File: src/rtl/hcpf_pkg.sv
// package: payload types, pipeline stage records, register codes and slope lookup
`default_nettype none

package hcpf_pkg;

    localparam int unsigned LEVEL_W  = 8;
    localparam int unsigned RATIO_W  = 9;
    localparam int unsigned INDEX_W  = 2;
    localparam int unsigned TERM_W   = 16;
    localparam int unsigned RAMP_W   = 24;

    localparam logic [RATIO_W-1:0] RATIO_MAX   = 9'd256;
    localparam logic [LEVEL_W-1:0] FULL_SCALE  = 8'd255;
    localparam logic [6:0]         MID_LEVEL   = 7'd127;

    localparam logic [RATIO_W-1:0] RATIO_RESET = 9'd128;
    localparam logic [LEVEL_W-1:0] THR_LOW_RESET  = 8'd85;
    localparam logic [LEVEL_W-1:0] THR_HIGH_RESET = 8'd170;

    // register indexes
    localparam logic [INDEX_W-1:0] CFG_BLEND_RATIO    = 2'd0;
    localparam logic [INDEX_W-1:0] CFG_THRESHOLD_LOW  = 2'd1;
    localparam logic [INDEX_W-1:0] CFG_THRESHOLD_HIGH = 2'd2;

    typedef enum logic [1:0] {
        SEG_RED,
        SEG_GREEN,
        SEG_BLUE
    } seg_t;

    typedef struct packed {
        logic [LEVEL_W-1:0] base_level;
        logic [LEVEL_W-1:0] overlay_level;
    } pix_t;

    typedef struct packed {
        logic [LEVEL_W-1:0] red;
        logic [LEVEL_W-1:0] green;
        logic [LEVEL_W-1:0] blue;
    } rgb_t;

    // live configuration as seen by the datapath
    typedef struct packed {
        logic [RATIO_W-1:0] ratio;     // saturated base weight
        logic [RATIO_W-1:0] weight;    // overlay weight
        logic [LEVEL_W-1:0] thr_low;
        logic [LEVEL_W-1:0] thr_high;
    } cfg_t;

    typedef struct packed {
        seg_t               seg;
        logic [LEVEL_W-1:0] base;
        logic [LEVEL_W-1:0] offset;
        logic [LEVEL_W-1:0] slope;
        logic [RATIO_W-1:0] ratio;
        logic [RATIO_W-1:0] weight;
    } cls_t;

    typedef struct packed {
        seg_t               seg;
        logic [TERM_W-1:0]  base_term;
        logic [TERM_W-1:0]  ramp;
        logic [RATIO_W-1:0] weight;
    } prd_t;

    typedef struct packed {
        seg_t               seg;
        logic [TERM_W-1:0]  base_term;
        logic [RAMP_W-1:0]  ramp_term;
        logic [TERM_W-1:0]  half_term;
    } mix_t;

    // floor(255 / width), zero width gives zero slope
    function automatic logic [LEVEL_W-1:0] slope_of(input logic [LEVEL_W-1:0] width);
        if (width == 8'd0)        slope_of = 8'd0;
        else if (width >= 8'd128) slope_of = 8'd1;
        else if (width >= 8'd86)  slope_of = 8'd2;
        else if (width >= 8'd64)  slope_of = 8'd3;
        else if (width >= 8'd52)  slope_of = 8'd4;
        else if (width >= 8'd43)  slope_of = 8'd5;
        else if (width >= 8'd37)  slope_of = 8'd6;
        else if (width >= 8'd32)  slope_of = 8'd7;
        else if (width >= 8'd29)  slope_of = 8'd8;
        else if (width >= 8'd26)  slope_of = 8'd9;
        else if (width >= 8'd24)  slope_of = 8'd10;
        else if (width >= 8'd22)  slope_of = 8'd11;
        else if (width >= 8'd20)  slope_of = 8'd12;
        else if (width == 8'd19)  slope_of = 8'd13;
        else if (width == 8'd18)  slope_of = 8'd14;
        else if (width >= 8'd16)  slope_of = 8'd15;
        else if (width == 8'd15)  slope_of = 8'd17;
        else if (width == 8'd14)  slope_of = 8'd18;
        else if (width == 8'd13)  slope_of = 8'd19;
        else if (width == 8'd12)  slope_of = 8'd21;
        else if (width == 8'd11)  slope_of = 8'd23;
        else if (width == 8'd10)  slope_of = 8'd25;
        else if (width == 8'd9)   slope_of = 8'd28;
        else if (width == 8'd8)   slope_of = 8'd31;
        else if (width == 8'd7)   slope_of = 8'd36;
        else if (width == 8'd6)   slope_of = 8'd42;
        else if (width == 8'd5)   slope_of = 8'd51;
        else if (width == 8'd4)   slope_of = 8'd63;
        else if (width == 8'd3)   slope_of = 8'd85;
        else if (width == 8'd2)   slope_of = 8'd127;
        else                      slope_of = 8'd255;
    endfunction

endpackage

`default_nettype wire

File: src/rtl/hot_colormap_pixel_fusion_core.sv
// top level: hot colormap overlay fused onto a gray base image, four-stage pipeline
//
// usage
//   pix channel: one transaction carries a base gray level and an overlay gray level
//   rgb channel: one transaction carries the fused red, green and blue bytes
//   both channels are valid/ready; a transaction completes when both are high
//   every pixel transaction produces exactly one rgb transaction, in order
//   throughput: one pixel per clock, sustained while rgb_ready is high, no bubbles
//   path: a pixel taken on pix passes the classify, product, weighting and
//     blend/output stage registers in order before it is offered on rgb
//   stall: when rgb_ready is low the stages fill one by one; pix_ready falls
//     only when all four stage registers hold a pixel, nothing is dropped
//   config: cfg_wr_en writes cfg_data into register cfg_index (ratio,
//     low threshold, high threshold); write only while the pipeline is empty
//   reset: rst_n clears all stage valid bits and loads ratio 128 and
//     thresholds 85 and 170; the pipeline accepts pixels straight away
//   one clock per pixel while rgb_ready is high: every stage is a single
//     register; the 8x9 and 8x8 products share a stage, the 16x9 weighting its own
`default_nettype none

module hot_colormap_pixel_fusion_core (
    input  wire logic                         clk,
    input  wire logic                         rst_n,
    input  wire logic                         cfg_wr_en,
    input  wire logic [hcpf_pkg::INDEX_W-1:0] cfg_index,
    input  wire logic [hcpf_pkg::RATIO_W-1:0] cfg_data,
    input  wire logic                         pix_valid,
    output logic                              pix_ready,
    input  wire hcpf_pkg::pix_t               pix_data,
    output logic                              rgb_valid,
    input  wire logic                         rgb_ready,
    output hcpf_pkg::rgb_t                    rgb_data
);
    import hcpf_pkg::*;

    // pipeline depth in stage registers
    localparam int unsigned STAGES = 4;

    cfg_t  cfg;
    logic  cls_valid;
    logic  cls_ready;
    cls_t  cls_data;
    logic  mix_valid;
    logic  mix_ready;
    mix_t  mix_data;

    // live registers feed the first stage directly
    hcpf_cfg_regs u_cfg (
        .clk       (clk),
        .rst_n     (rst_n),
        .cfg_wr_en (cfg_wr_en),
        .cfg_index (cfg_index),
        .cfg_data  (cfg_data),
        .cfg       (cfg)
    );

    // stage 1: which colormap segment, offset into it, slope of it
    hcpf_classify u_classify (
        .clk       (clk),
        .rst_n     (rst_n),
        .cfg       (cfg),
        .pix_valid (pix_valid),
        .pix_ready (pix_ready),
        .pix_data  (pix_data),
        .cls_valid (cls_valid),
        .cls_ready (cls_ready),
        .cls_data  (cls_data)
    );

    // stages 2 and 3: g*r and ramp, then weighted overlay terms
    hcpf_product u_product (
        .clk       (clk),
        .rst_n     (rst_n),
        .cls_valid (cls_valid),
        .cls_ready (cls_ready),
        .cls_data  (cls_data),
        .mix_valid (mix_valid),
        .mix_ready (mix_ready),
        .mix_data  (mix_data)
    );

    // stage 4: sums, truncation, saturation and channel routing
    hcpf_blend u_blend (
        .clk       (clk),
        .rst_n     (rst_n),
        .mix_valid (mix_valid),
        .mix_ready (mix_ready),
        .mix_data  (mix_data),
        .rgb_valid (rgb_valid),
        .rgb_ready (rgb_ready),
        .rgb_data  (rgb_data)
    );

    // transactions in flight, for the checks below
    logic [2:0] occ_reg;
    logic       pix_take;
    logic       rgb_take;

    assign pix_take = pix_valid && pix_ready;
    assign rgb_take = rgb_valid && rgb_ready;

    always_ff @(posedge clk or negedge rst_n)
    begin
        if (!rst_n)
            occ_reg <= 3'd0;
        else if (pix_take && !rgb_take)
            occ_reg <= occ_reg + 3'd1;
        else if (rgb_take && !pix_take)
            occ_reg <= occ_reg - 3'd1;
    end

    // never more pixels inside than stage registers
    assert property (@(posedge clk) disable iff (!rst_n) occ_reg <= 3'(STAGES))
        else $error("pipeline holds more pixels than stages");

    // no result without a pixel behind it
    assert property (@(posedge clk) disable iff (!rst_n) rgb_valid |-> occ_reg != 3'd0)
        else $error("result offered with empty pipeline");

    // back-pressure only once the pipeline is full and the output stalls
    assert property (@(posedge clk) disable iff (!rst_n)
        !pix_ready |-> (rgb_valid && !rgb_ready && occ_reg == 3'(STAGES)))
        else $error("input stalled while pipeline has room");

    // an empty pipeline always takes a pixel
    assert property (@(posedge clk) disable iff (!rst_n) occ_reg == 3'd0 |-> pix_ready)
        else $error("empty pipeline refuses input");

endmodule

`default_nettype wire

File: src/rtl/hcpf_cfg_regs.sv
// configuration registers with ratio saturation and overlay weight
`default_nettype none

module hcpf_cfg_regs (
    input  wire logic                         clk,
    input  wire logic                         rst_n,
    input  wire logic                         cfg_wr_en,
    input  wire logic [hcpf_pkg::INDEX_W-1:0] cfg_index,
    input  wire logic [hcpf_pkg::RATIO_W-1:0] cfg_data,
    output hcpf_pkg::cfg_t                    cfg
);
    import hcpf_pkg::*;

    logic [RATIO_W-1:0] ratio_reg;
    logic [LEVEL_W-1:0] thr_low_reg;
    logic [LEVEL_W-1:0] thr_high_reg;
    logic [RATIO_W-1:0] ratio_sat;

    always_ff @(posedge clk or negedge rst_n)
    begin
        if (!rst_n)
        begin
            ratio_reg    <= RATIO_RESET;
            thr_low_reg  <= THR_LOW_RESET;
            thr_high_reg <= THR_HIGH_RESET;
        end
        else if (cfg_wr_en)
        begin
            case (cfg_index)
                CFG_BLEND_RATIO:    ratio_reg    <= cfg_data;
                CFG_THRESHOLD_LOW:  thr_low_reg  <= cfg_data[LEVEL_W-1:0];
                CFG_THRESHOLD_HIGH: thr_high_reg <= cfg_data[LEVEL_W-1:0];
                default:            ;
            endcase
        end
    end

    assign ratio_sat = (ratio_reg > RATIO_MAX) ? RATIO_MAX : ratio_reg;

    always_comb
    begin
        cfg.ratio    = ratio_sat;
        cfg.weight   = RATIO_MAX - ratio_sat;
        cfg.thr_low  = thr_low_reg;
        cfg.thr_high = thr_high_reg;
    end

endmodule

`default_nettype wire

File: src/rtl/hcpf_classify.sv
// first pipeline stage: segment choice, ramp offset and slope lookup
`default_nettype none

module hcpf_classify (
    input  wire logic           clk,
    input  wire logic           rst_n,
    input  wire hcpf_pkg::cfg_t cfg,
    input  wire logic           pix_valid,
    output logic                pix_ready,
    input  wire hcpf_pkg::pix_t pix_data,
    output logic                cls_valid,
    input  wire logic           cls_ready,
    output hcpf_pkg::cls_t      cls_data
);
    import hcpf_pkg::*;

    logic               valid_reg;
    cls_t               data_reg;
    cls_t               data_next;
    logic [LEVEL_W-1:0] seg_width;
    logic [LEVEL_W-1:0] level;

    assign level = pix_data.overlay_level;

    always_comb
    begin
        data_next.base   = pix_data.base_level;
        data_next.ratio  = cfg.ratio;
        data_next.weight = cfg.weight;
        if (level < cfg.thr_low)
        begin
            data_next.seg    = SEG_RED;
            data_next.offset = level;
            seg_width        = cfg.thr_low;
        end
        else if (level < cfg.thr_high)
        begin
            data_next.seg    = SEG_GREEN;
            data_next.offset = level - cfg.thr_low;
            seg_width        = (cfg.thr_high > cfg.thr_low) ? cfg.thr_high - cfg.thr_low
                                                            : 8'd0;
        end
        else
        begin
            data_next.seg    = SEG_BLUE;
            data_next.offset = level - cfg.thr_high;
            seg_width        = FULL_SCALE - cfg.thr_high;
        end
        data_next.slope = slope_of(seg_width);
    end

    assign pix_ready = !valid_reg || cls_ready;

    always_ff @(posedge clk or negedge rst_n)
    begin
        if (!rst_n)
            valid_reg <= 1'b0;
        else if (pix_ready)
            valid_reg <= pix_valid;
    end

    always_ff @(posedge clk)
    begin
        if (pix_ready && pix_valid)
            data_reg <= data_next;
    end

    assign cls_valid = valid_reg;
    assign cls_data  = data_reg;

endmodule

`default_nettype wire

File: src/rtl/hcpf_product.sv
// second and third pipeline stages: base and ramp products, then overlay weighting
`default_nettype none

module hcpf_product (
    input  wire logic           clk,
    input  wire logic           rst_n,
    input  wire logic           cls_valid,
    output logic                cls_ready,
    input  wire hcpf_pkg::cls_t cls_data,
    output logic                mix_valid,
    input  wire logic           mix_ready,
    output hcpf_pkg::mix_t      mix_data
);
    import hcpf_pkg::*;

    logic  prd_valid_reg;
    prd_t  prd_reg;
    prd_t  prd_next;
    logic  prd_ready;
    logic  mix_valid_reg;
    mix_t  mix_reg;
    mix_t  mix_next;

    // g * r and offset * slope side by side
    always_comb
    begin
        prd_next.seg       = cls_data.seg;
        prd_next.base_term = TERM_W'(cls_data.base * cls_data.ratio);
        prd_next.ramp      = TERM_W'(cls_data.offset * cls_data.slope);
        prd_next.weight    = cls_data.weight;
    end

    // overlay terms scaled by the overlay weight
    always_comb
    begin
        mix_next.seg       = prd_reg.seg;
        mix_next.base_term = prd_reg.base_term;
        mix_next.ramp_term = RAMP_W'(prd_reg.ramp * prd_reg.weight);
        mix_next.half_term = TERM_W'(MID_LEVEL * prd_reg.weight);
    end

    assign prd_ready = !mix_valid_reg || mix_ready;
    assign cls_ready = !prd_valid_reg || prd_ready;

    always_ff @(posedge clk or negedge rst_n)
    begin
        if (!rst_n)
        begin
            prd_valid_reg <= 1'b0;
            mix_valid_reg <= 1'b0;
        end
        else
        begin
            if (cls_ready)
                prd_valid_reg <= cls_valid;
            if (prd_ready)
                mix_valid_reg <= prd_valid_reg;
        end
    end

    always_ff @(posedge clk)
    begin
        if (cls_ready && cls_valid)
            prd_reg <= prd_next;
        if (prd_ready && prd_valid_reg)
            mix_reg <= mix_next;
    end

    assign mix_valid = mix_valid_reg;
    assign mix_data  = mix_reg;

endmodule

`default_nettype wire

File: src/rtl/hcpf_blend.sv
// last pipeline stage: blend sums, saturation, channel routing, output register
`default_nettype none

module hcpf_blend (
    input  wire logic           clk,
    input  wire logic           rst_n,
    input  wire logic           mix_valid,
    output logic                mix_ready,
    input  wire hcpf_pkg::mix_t mix_data,
    output logic                rgb_valid,
    input  wire logic           rgb_ready,
    output hcpf_pkg::rgb_t      rgb_data
);
    import hcpf_pkg::*;

    logic               valid_reg;
    rgb_t               data_reg;
    rgb_t               data_next;
    logic [TERM_W:0]    half_sum;
    logic [RAMP_W:0]    ramp_sum;
    logic [LEVEL_W-1:0] plain;
    logic [LEVEL_W-1:0] half;
    logic [LEVEL_W-1:0] ramped;

    always_comb
    begin
        half_sum = {1'b0, mix_data.base_term} + {1'b0, mix_data.half_term};
        ramp_sum = {{(RAMP_W-TERM_W+1){1'b0}}, mix_data.base_term}
                 + {1'b0, mix_data.ramp_term};
        plain    = mix_data.base_term[TERM_W-1:LEVEL_W];
        half     = half_sum[TERM_W-1:LEVEL_W];
        // clamp once the shifted sum passes full scale
        ramped   = (|ramp_sum[RAMP_W:TERM_W]) ? FULL_SCALE
                                              : ramp_sum[TERM_W-1:LEVEL_W];
        case (mix_data.seg)
            SEG_RED:
            begin
                data_next.red   = ramped;
                data_next.green = plain;
                data_next.blue  = plain;
            end
            SEG_GREEN:
            begin
                data_next.red   = half;
                data_next.green = ramped;
                data_next.blue  = plain;
            end
            SEG_BLUE:
            begin
                data_next.red   = half;
                data_next.green = half;
                data_next.blue  = ramped;
            end
            default:
            begin
                data_next.red   = half;
                data_next.green = half;
                data_next.blue  = ramped;
            end
        endcase
    end

    assign mix_ready = !valid_reg || rgb_ready;

    always_ff @(posedge clk or negedge rst_n)
    begin
        if (!rst_n)
            valid_reg <= 1'b0;
        else if (mix_ready)
            valid_reg <= mix_valid;
    end

    always_ff @(posedge clk)
    begin
        if (mix_ready && mix_valid)
            data_reg <= data_next;
    end

    assign rgb_valid = valid_reg;
    assign rgb_data  = data_reg;

endmodule

`default_nettype wire
File: config.mk
export PLATFORM = sky130hd
export DESIGN_NAME = hot_colormap_pixel_fusion_core
export DESIGN_NICKNAME = d
export VERILOG_FILES = /design/src/rtl/hcpf_pkg.sv /design/src/rtl/hot_colormap_pixel_fusion_core.sv /design/src/rtl/hcpf_cfg_regs.sv /design/src/rtl/hcpf_classify.sv /design/src/rtl/hcpf_product.sv /design/src/rtl/hcpf_blend.sv
export SDC_FILE = /design/constraint.sdc
export NUM_CORES = 1
export LEC_CHECK = 0
export BUFFER_PORTS_ARGS = -buffer_cell sky130_fd_sc_hd__buf_2
export CELL_PAD_IN_SITES_DETAIL_PLACEMENT = 1
export CELL_PAD_IN_SITES_GLOBAL_PLACEMENT = 1
export CORE_MARGIN = 1
export CORE_UTILIZATION = 35
export DETAILED_ROUTE_END_ITERATION = 10
export HOLD_SLACK_MARGIN = 0.02
export PLACE_DENSITY_LB_ADDON = 0.3
export SYNTH_ARGS = -nofsm -noshare
export SYNTH_HDL_FRONTEND = slang
export SYNTH_SLANG_ARGS = --single-unit
File: constraint.sdc
create_clock -name clk -period 6.1 [get_ports clk]
set_input_delay 0.305 -clock clk [delete_from_list [all_inputs] [get_ports clk]]
set_output_delay 0.305 -clock clk [all_outputs]
set_load 0.03 [all_outputs]
==> results.cfg <==
[drt]
drt-total-wl_mm = 43.4
via_count = 12718
drc = 0
dr.pass1.iters = 4
viasPerCell = 4.95
drt_iter0_markers = 479
antenna_left = 0
wire_per_inst_um = 16.9

[sta]
tightest_slew_ns = 1.15
timing.final.crit_share_pct = 90.9
hold_viol_final = 0
holdWs_ns = 0.0610
max_freq_ghz = 0.180
rsz0062_at_grt = no
worst_slack_ns = 0.555
relSlewSlack_pct = 23.2
finClkSkew_ns = 0.0325
slew_violations = 0
setup_tns_ns = 0
fin_crit_ns = 5.54
finalSetupViolations = 0

[logic_synthesis]
syn-num-nets = 2258
synth_ff_type = edfxtp_1
syn_inst = 1820
synth_edf_count = 168
async_flop_share_pct = 14.7
synthesis.area_um2 = 18900
yosys_warnings = 0
ys_ff_latch = 197
synth_area_per_cell_um2 = 10.4
ys_types = 72
ys_seq_area_share_pct = 30.6

[global_routing]
antenna_found_initial = 0
grt_usage_pct = 16.7
grt_start_max_net_pins = 59
grt_pass1_wl_mm = 72.2
grt_pass1_vias = 13882
grt_overflow = 0

[clock_tree]
cts_tree = yes
cts.sinks = 197
ctsResizeCount = 0
clockRootBuffer = clkbuf_16
clkSlewWorstSetupHoldPaths_ns = 0.07
insertion_delay_ns = 0.49
htreeDepth = 4
cts.path.max_buffers = 2
cts_buffers = 17
post_cts_buffers = 0

[floorplan]
die_y_um = 234
die_w_um = 234
fp-row-count = 84
coreArea_um2 = 53000
dieArea_um2 = 55000
boundaryPins = 58
start_util_pct = 35.7

[placed_design]
dp_hpwl_mm = 35.3
port_buffers = 57
gp_congestion = 0.813
pre_cts_slack_ns = 0.536

[setup_path]
crit_fanout = 17
endpoint_kind = flop
path_class = reg -> reg
worstPathRequired_ns = 6.32
worstPathArrival_ns = 5.76
start_kind = flop

[layout]
n_antenna_cell = 0
area_growth_pct = 9.20
largest_reg_flops = 58
fill_cells = 5990
drive_gt1_share_pct = 8.07
nets = 2308

[status]
status = finished clean

[worst_hold_path]
hp-class = in -> reg

[flow_run]
drv_cap = 0
Yosys cell counts (20+ instances only):
library cell  count  share of area [%]
clkbuf_1         38               0.75
dfrtp_1          20                2.6
nand2_1         216                4.3
edfxtp_1        168                 27
mux2_2           26                1.5
ha_1            201                 13
nor3_1           26               0.69
and2_1          131                4.3
fa_1            205                 22
a21o_1           22               0.87
xor2_1           21               0.97
o21ai_0          71                1.9
inv_1           261                5.2
a21oi_1          57                1.5
nor2_1           79                1.6
xnor2_1          63                2.9
nor2b_1          23               0.76
repair_timing:
| item | in CTS | in global routing |
|---|---|---|
| endpoints found under the setup margin | 0 | 0 |
| hold endpoints to repair | 29 | 0 |
| hold buffers | 10 | 0 |
routing by layer:
layer	routed length, µm	share of wire, %	up-vias	global-route usage (%)
met2	21000	48	137	28.4
met1	20900	48	6428	22.2
met5	0	0	-	0
met4	553	1.3	0	3.87
met3	947	2.2	31	2.74
li1	-	-	6122	-
final cells by class:
cell class / count / area, µm² / share of cell area [%]
timing repair buffer: 77 / 460 / 2.23
tap: 688 / 861 / 4.17
multi-input combinational: 1316 / 12000 / 58.0
inverter: 261 / 980 / 4.74
clock inverter: 15 / 173 / 0.836
clock buffer: 17 / 425 / 2.06
sequential: 197 / 5780 / 28.0
critical path, stage by stage, from the launching register on:
cell and delay (ns):
edfxtp_1 0.81, nand2_1 0.18, fa_1 0.57, inv_1 0.06
fa_1 0.52, fa_1 0.54, fa_1 0.49, ha_1 0.26
nor4_1 0.33, nand2_1 0.15, a311oi_1 0.39, o21ai_0 0.21
a31oi_1 0.22, a21oi_1 0.12, a21o_1 0.19, a21oi_1 0.18
xnor2_1 0.08
layout by cell type (no fill, tap or decap), types with 5 or more instances in the layout:
cell type / Yosys / final
o21ai_0: 71 / 71
a211oi_1: 8 / 8
xnor2_1: 63 / 63
inv_1: 261 / 261
o31a_1: 5 / 5
a31oi_1: 5 / 5
mux2_2: 26 / 26
or3_1: 8 / 8
nand2b_1: 12 / 12
nor3_1: 26 / 26
nor2b_1: 23 / 22
and2_1: 131 / 128
o21bai_1: 7 / 7
a21boi_0: 10 / 10
dfstp_2: 9 / 9
xor2_1: 21 / 21
a21o_1: 22 / 22
buf_4: 0 / 10
nor4_1: 8 / 8
fa_1: 205 / 205
a21oi_1: 57 / 57
and3_1: 7 / 7
nor2_1: 79 / 79
nand2_1: 216 / 216
dlygate4sd3_1: 0 / 10
ha_1: 201 / 201
edfxtp_1: 168 / 168
nand3_1: 11 / 11
clkbuf_16: 0 / 17
buf_2: 3 / 57
o21a_1: 17 / 17
dfrtp_1: 20 / 20
mux2i_1: 8 / 8
final timing paths:
path / from / endpoint / slack [ns] / depth (start not counted)
worst max-delay path: u_product.prd_reg[8]$_DFFE_PP_ / u_product.mix_data[39]$_DFFE_PP_ / 0.56 / 16
worst min-delay path: cfg_data[8] / u_cfg.ratio_reg[8]$_DFFE_PN0P_ / 0.06 / 3
worst max register to register: u_product.prd_reg[8]$_DFFE_PP_ / u_product.mix_data[39]$_DFFE_PP_ / 0.56 / 16
worst min register to register: u_product.mix_next[40]$_DFFE_PP_ / u_product.mix_data[40]$_DFFE_PP_ / 0.42 / 0
max in group asynchronous: rst_n / u_cfg.thr_low_reg[3]$_DFFE_PN0P_ / 5.28 / 2
min in group asynchronous: rst_n / u_product.mix_valid$_DFFE_PN0P_ / 0.37 / 2
cells by family (layout without fill, tap and decap cells):
group | Yosys count | in the layout | synth area share (%)
buf+inv | 307 | 370 | 6.16
xor+xnor | 84 | 84 | 3.89
fa+ha+maj | 406 | 406 | 35.0
flops | 197 | 197 | 30.6
mux | 34 | 34 | 1.97
compound gates | 246 | 246 | 8.37
simple gates | 546 | 546 | 14.1
stage by stage:
step	util, %	area (µm²)	cells
2_1_floorplan	-	18900	1820
3_3_place_gp	37.7	20000	2529
3_5_place_dp	37.7	20000	2529
4_1_cts	39.0	20700	2571
5_1_grt	39.0	20700	2571
6_report	39.0	20700	2571
Power is left out: the tool's default activity adds up to more than one toggle a clock period on the data nets, which glitch-free logic cannot reach.
